## config.mk

```make
export PLATFORM = sky130hd
export DESIGN_NAME = stm_ctrl
export DESIGN_NICKNAME = d
export VERILOG_FILES = /design/src/design/stm_pkg.sv /design/src/design/stm_ctrl.sv
export SDC_FILE = /design/constraint.sdc
export NUM_CORES = 1
export LEC_CHECK = 0
export BUFFER_PORTS_ARGS = -buffer_cell sky130_fd_sc_hd__buf_2
export CAP_MARGIN = 10
export CORE_AREA = 2 2 39 41
export CTS_BUF_LIST = sky130_fd_sc_hd__clkbuf_8
export DETAILED_ROUTE_END_ITERATION = 12
export DIE_AREA = 0 0 41 43
export PLACE_DENSITY = 0.48
export SYNTH_ARGS = -nofsm -noshare
export SYNTH_HDL_FRONTEND = slang
export SYNTH_SLANG_ARGS = --single-unit
```

## constraint.sdc

```tcl
create_clock -name i_clk -period 2.1 [get_ports i_clk]
set_clock_uncertainty 0.2 [all_clocks]
set_input_delay 0.21 -clock i_clk [delete_from_list [all_inputs] [get_ports i_clk]]
set_output_delay 0.21 -clock i_clk [all_outputs]
set_load 0.005 [all_outputs]
```

## src/design/stm_pkg.sv

```systemverilog
// Shared constants, codes, control/status structs and helpers for the range-minimum engine.
package stm_pkg;

    // Sizing
    localparam int MAX_ELEMENTS = 1024;
    localparam int LEVELS       = 11;
    localparam int VALUE_BITS   = 32;

    localparam int IDX_W     = $clog2(MAX_ELEMENTS);
    localparam int CNT_W     = IDX_W + 1;
    localparam int SPAN_W    = CNT_W + 1;
    localparam int LVL_W     = $clog2(LEVELS);
    localparam int LOG_W     = $clog2(CNT_W);
    localparam int TBL_AW    = LVL_W + IDX_W;
    localparam int TBL_DEPTH = (LEVELS - 1) * MAX_ELEMENTS;
    localparam int CMD_W     = 2;
    localparam int STATUS_W  = 2;

    // Command codes of an input item
    typedef enum logic [CMD_W-1:0] {
        CMD_LOAD  = 2'd0,
        CMD_BUILD = 2'd1,
        CMD_QUERY = 2'd2
    } t_cmd_code;

    // Result status codes
    typedef enum logic [STATUS_W-1:0] {
        STS_OK        = 2'd0,
        STS_RANGE     = 2'd1,
        STS_NOT_BUILT = 2'd2
    } t_status;

    // Result kinds
    localparam logic KIND_BUILD = 1'b0;
    localparam logic KIND_QUERY = 1'b1;

    // Controller states
    typedef enum logic [2:0] {
        S_IDLE,
        S_BRD,
        S_BEL,
        S_BWR,
        S_BEMIT,
        S_QRD,
        S_QEL,
        S_QEMIT
    } t_state;

    // Commands from controller to datapath
    typedef struct packed {
        logic accept;
        logic pos_rd;
        logic pos_query;
        logic elem_rd;
        logic tbl_wr;
        logic emit_build;
        logic emit_query;
    } t_ctrl;

    // Status from datapath to controller
    typedef struct packed {
        logic first_level_ok;
        logic last_entry;
        logic next_level_ok;
        logic q_err;
        logic out_free;
    } t_stat;

    // Floor of log2 by priority encoding the highest set bit
    function automatic logic [LOG_W-1:0] floor_log2(input logic [CNT_W-1:0] x);
        logic [LOG_W-1:0] r;
        r = '0;
        for (int i = 0; i < CNT_W; i++) begin
            if (x[i]) begin
                r = LOG_W'(i);
            end
        end
        return r;
    endfunction

endpackage

```

## src/design/stm_ctrl.sv

```systemverilog
// Controller state machine sequencing loads, table build and range queries.
module stm_ctrl (
    input  logic                    i_clk,
    input  logic                    i_rst_n,
    input  logic                    i_in_valid,
    input  logic [stm_pkg::CMD_W-1:0] i_in_cmd,
    input  stm_pkg::t_stat          i_stat,
    output stm_pkg::t_ctrl          o_ctrl,
    output logic                    o_in_ready
);
    import stm_pkg::*;

    t_state r_state;
    t_state n_state;

    // State register
    always_ff @(posedge i_clk) begin
        if (!i_rst_n) begin
            r_state <= S_IDLE;
        end else begin
            r_state <= n_state;
        end
    end

    // Next state
    always_comb begin
        n_state = r_state;
        unique case (r_state)
            S_IDLE: begin
                if (i_in_valid) begin
                    unique case (i_in_cmd)
                        CMD_BUILD: n_state = i_stat.first_level_ok ? S_BRD : S_BEMIT;
                        CMD_QUERY: n_state = S_QRD;
                        default:   n_state = S_IDLE;
                    endcase
                end
            end
            S_BRD: n_state = S_BEL;
            S_BEL: n_state = S_BWR;
            S_BWR: begin
                if (i_stat.last_entry) begin
                    n_state = i_stat.next_level_ok ? S_BRD : S_BEMIT;
                end else begin
                    n_state = S_BRD;
                end
            end
            S_BEMIT: n_state = i_stat.out_free ? S_IDLE : S_BEMIT;
            S_QRD:   n_state = i_stat.q_err ? S_QEMIT : S_QEL;
            S_QEL:   n_state = S_QEMIT;
            S_QEMIT: n_state = i_stat.out_free ? S_IDLE : S_QEMIT;
            default: n_state = S_IDLE;
        endcase
    end

    // Outputs
    always_comb begin
        o_ctrl     = '0;
        o_in_ready = 1'b0;
        unique case (r_state)
            S_IDLE: begin
                o_in_ready    = 1'b1;
                o_ctrl.accept = i_in_valid;
            end
            S_BRD:   o_ctrl.pos_rd = 1'b1;
            S_BEL:   o_ctrl.elem_rd = 1'b1;
            S_BWR:   o_ctrl.tbl_wr = 1'b1;
            S_BEMIT: o_ctrl.emit_build = i_stat.out_free;
            S_QRD: begin
                o_ctrl.pos_rd    = 1'b1;
                o_ctrl.pos_query = 1'b1;
            end
            S_QEL:   o_ctrl.elem_rd = 1'b1;
            S_QEMIT: o_ctrl.emit_query = i_stat.out_free;
            default: o_ctrl = '0;
        endcase
    end

endmodule

```

Word level (Yosys, flattened, before mapping). Cells that the tools add are included.

Flip-flop bits (word level): 3. Input bits: 10. Output and inout bits: 8. Logic and storage cells: 31.

Equality and inequality tests: 10. Muxes and demuxes: 17. Reduce and logical (&&, ||, !) cells: 3.

Operators with widths (count): case mux 3 bit (8 select lines) (1); 2-to-1 mux 3 bit (6); == test 3 bit, second input constant (4); 2-to-1 mux 1 bit (9); == test 3 x 2 -> 1 bit, second input constant (2); case mux 3 bit (2 select lines) (1); OR reduction 2 bit (2); == test 3 x 1 -> 1 bit, second input constant (1); logical NOT 3 bit (1); == test 2 x 1 -> 1 bit, second input constant (1); == test 2 bit, second input constant (1); inequality test 2 bit, second input constant (1).

Depth between registers and ports, before layout.
Word-level depth: 4. Depth in mapped cells: 5. Depth with buffers taken out: 5.

Least setup slack after synthesis. No wires, ideal clock.

Kind: reg-to-reg. From: reg r_state[0]. To: reg r_state[0]. Library setup time: 0.074 ns. Arrival: 1.223 ns. Required time: 1.826 ns. Slack: 0.603 ns. Cell stages (with the launch flop): 4. Buffers on the path: 0. Clock period less this slack: 1.497 ns. Path through: dfxtp_1 > or3_4 > or3_1 > a31oi_1.

Cells in the longest elaborated chain, start to end: 2. Elaborated cells between the ends (all ways): 10. Classes of those cells: eq/ne: 8; mux: 1; reduce/logical: 1.

RTL lines: start, declared (line stm_ctrl.sv:13) `t_state r_state;`; start signal, assigned (line stm_ctrl.sv:21) `r_state <= n_state;`; == test 3 bit (tied with other cells) (line stm_ctrl.sv:28) `unique case (r_state)`; case mux 3 bit (8 select lines) / inequality test 2 bit (equally long branches).

Parallel ways exist; a longest one is shown, timed or not. A chain may end at the register's enable or synchronous reset.

==> flow_summary_export.csv <==
group,metric,value,unit
floorplan,rows,14,
outcome,outcome,"finished, final reports clean",
placement,place_inst,75,
power,vdd_drop_max,0.1282,mV
final_layout,seq_area,60.06,um^2
route,viasPerCell,4.139,
route,drc,0,
synthesis,ys_seq_area_share,22.43,%
clock_tree,clockBufferDepth,2,
global_routing,grt_remaining_overflow,0,
synthesis,synth_cell_types,15,
clock_tree,cts-buffers-inserted,3,
synthesis,synth_nets,54,
synthesis,yosysWarnings,0,
route,drtAntennaViolNets,0,
worst_setup_path,end_kind,"primary output",
synthesis,synth-seq-cells,3,
clock_tree,root_buffer,"clkbuf_8",
sta,drv_slew,0,
min_path,holdPathEnd,"r_state[1]$_SDFFE_PN0P_",
power,report.power.total,0.2592,mW
min_path,hp-start,"i_rst_n",
final_layout,regMostFlops,"r_state",
route,drt-initial-drc-count,3,
worst_setup_path,cp_data_required_time,1.69,ns
final_layout,layout.nets,76,
final_layout,multi_input_area,181.4,um^2
placement,port_buffers,17,
sta,fin_crit,1.699,ns
worst_setup_path,crit_arrival,1.29,ns
min_path,hp-class,"primary input to flip-flop",
floorplan,chipWidth,41,um
final_layout,mostFrequentLayoutCells,"buf_2, inv_1, nand2_1",
floorplan,die_height,43,um
final_layout,syn_to_final_growth,56.07,%
global_routing,grt_start_max_net_pins,9,
power,p_leak,0.2169,nW
clock_tree,clk_latency,0.21,ns
final_layout,num_antenna_cells,0,
floorplan,die_area,1763,um^2
sta,finalCritPeriodShare,80.91,%
worst_setup_path,ff2ff_setup_slack,0.54,ns
final_layout,layout_commonest_cell,"buf_2",
clock_tree,post_cts_buffers,0,
synthesis,syn_avg_cell_area,6.375,um^2
final_layout,final_cells,79,
synthesis,syn_inst,42,
job,drv_cap,0,
synthesis,syn_area,267.8,um^2
worst_setup_path,r2r_start,"r_state[0]$_SDFFE_PN0P_",
sta,hold_viol_final,0,
sta,tns,0,ns
sta,fin_hold_ws,0.02408,ns
final_layout,top_regs,"r_state (3)",
clock_tree,cts_tree,"built",
sta,worstMarginPinSlew,0.2467,ns
placement,place.gp.congestion,0.7272,
worst_setup_path,worst_r2r_path_depth,3,
floorplan,start_util,19.35,%
floorplan,io_pins,18,
placement,dp_hpwl,534,um
sta,maxSlewHeadroom,83.38,%
sta,report.final.setup_viol,0,
global_routing,antenna_found_initial,0,
final_layout,layout-drive-gt1-share,33.33,%
sta,rsz0062_at_grt,"false",
min_path,min_path_cells,3,
route,routed_wl,654,um
route,drt_first_pass_iters,4,
worst_setup_path,critPathKind,"flip-flop to primary output",
worst_setup_path,r2r-end,"r_state[0]$_SDFFE_PN0P_",
clock_tree,clock_sinks,3,
worst_setup_path,start_kind,"flip-flop",
global_routing,grt_pass1_vias,260,
clock_tree,clkTransAtPathRegs,0.03,ns
route,post_drt_wl_per_cell,8.278,um
floorplan,design.core.area,1384,um^2
clock_tree,hold_buffers,0,
clock_tree,cts_resized,0,
global_routing,grt_usage,8.617,%
power,power.density,620.2,nW/um^2
final_layout,largest_register_ffs,3,
sta,max_freq,588.5,MHz
route,via_count,327,
global_routing,grt_pass1_wl,979,um
worst_setup_path,crit_fanout,8,
clock_tree,h-tree-depth,1,
final_layout,fillers,157,
[cells by family after synthesis]
logic type                 after synthesis  synth area share, %
AOI/OAI and AO/OA                       10                21.03
adders and majority gates                2                9.344
buffers and inverters                    7                9.815
DFF                                      3                22.43
and+or+nand+nor                         20                37.39
[report_power, final]
part / leakage, nW / switching, mW / internal, mW
clock: 0.0269 / 0.0386 / 0.124
sequential: 0.0243 / 0.00278 / 0.0589
combinational: 0.166 / 0.0157 / 0.0187
[worst max-delay path, cell delays in order (launching register included)]
cell	delay, ns
dfxtp_1	0.36
or3_4	0.43
inv_1	0.07
and2_1	0.11
buf_2	0.10
[per-layer routing]
metal | share of wire (%) | GRT usage (%)
met1 | 44 | 11.18
met2 | 51 | 11.25
met3 | 4.9 | 0
met4 | 0 | 10.00
met5 | 0 | 0
[synthesized netlist by cell type]
| cell | instances | area share (%) |
|---|---|---|
| and2_1 | 1 | 2.3 |
| or3_4 | 1 | 4.2 |
| inv_1 | 7 | 9.8 |
| o21ai_0 | 5 | 9.3 |
| ha_1 | 2 | 9.3 |
| dfxtp_1 | 3 | 22 |
| nor2b_1 | 3 | 7.0 |
| a31oi_1 | 2 | 4.7 |
| nor2_1 | 5 | 7.0 |
| a21oi_1 | 2 | 3.7 |
| nand2b_1 | 1 | 2.3 |
| nor3_1 | 2 | 3.7 |
| a22o_1 | 1 | 3.3 |
| or3_1 | 1 | 2.3 |
| nand2_1 | 6 | 8.4 |
[cell type report]
cell class | count | share of cell area [%]
inverters | 7 | 6.287
clock inverters | 1 | 0.8982
multi-input cells | 32 | 43.41
clock buffers | 3 | 9.880
flip-flops and latches | 3 | 14.37
repair buffers | 17 | 20.36
well taps | 16 | 4.790
[metrics by stage]
stage	setup slack [ns]	instance area, um^2	utilization [%]
5_1_grt	0.3110	417.9	30.20
2_1_floorplan	0.6026	267.8	-
6_report	0.4009	417.9	30.20
4_1_cts	0.3880	417.9	30.20
3_5_place_dp	0.5421	372.9	26.94
3_3_place_gp	0.5532	372.9	26.94
[how the worst max path moves through the flow]
stage                             from                      end  slack [ns]  cells after the start
2_1_floorplan  r_state[0]$_SDFFE_PN0P_  r_state[0]$_SDFFE_PN0P_        0.60                      3
3_3_place_gp   r_state[0]$_SDFFE_PN0P_  r_state[0]$_SDFFE_PN0P_        0.55                      3
3_5_place_dp   r_state[0]$_SDFFE_PN0P_  r_state[0]$_SDFFE_PN0P_        0.54                      3
4_1_cts        r_state[0]$_SDFFE_PN0P_                o_ctrl[6]        0.39                      4
5_1_grt        r_state[0]$_SDFFE_PN0P_                o_ctrl[6]        0.31                      4
6_report       r_state[0]$_SDFFE_PN0P_                o_ctrl[6]        0.40                      4
Note: power is estimated with default switching activity, not from simulation.
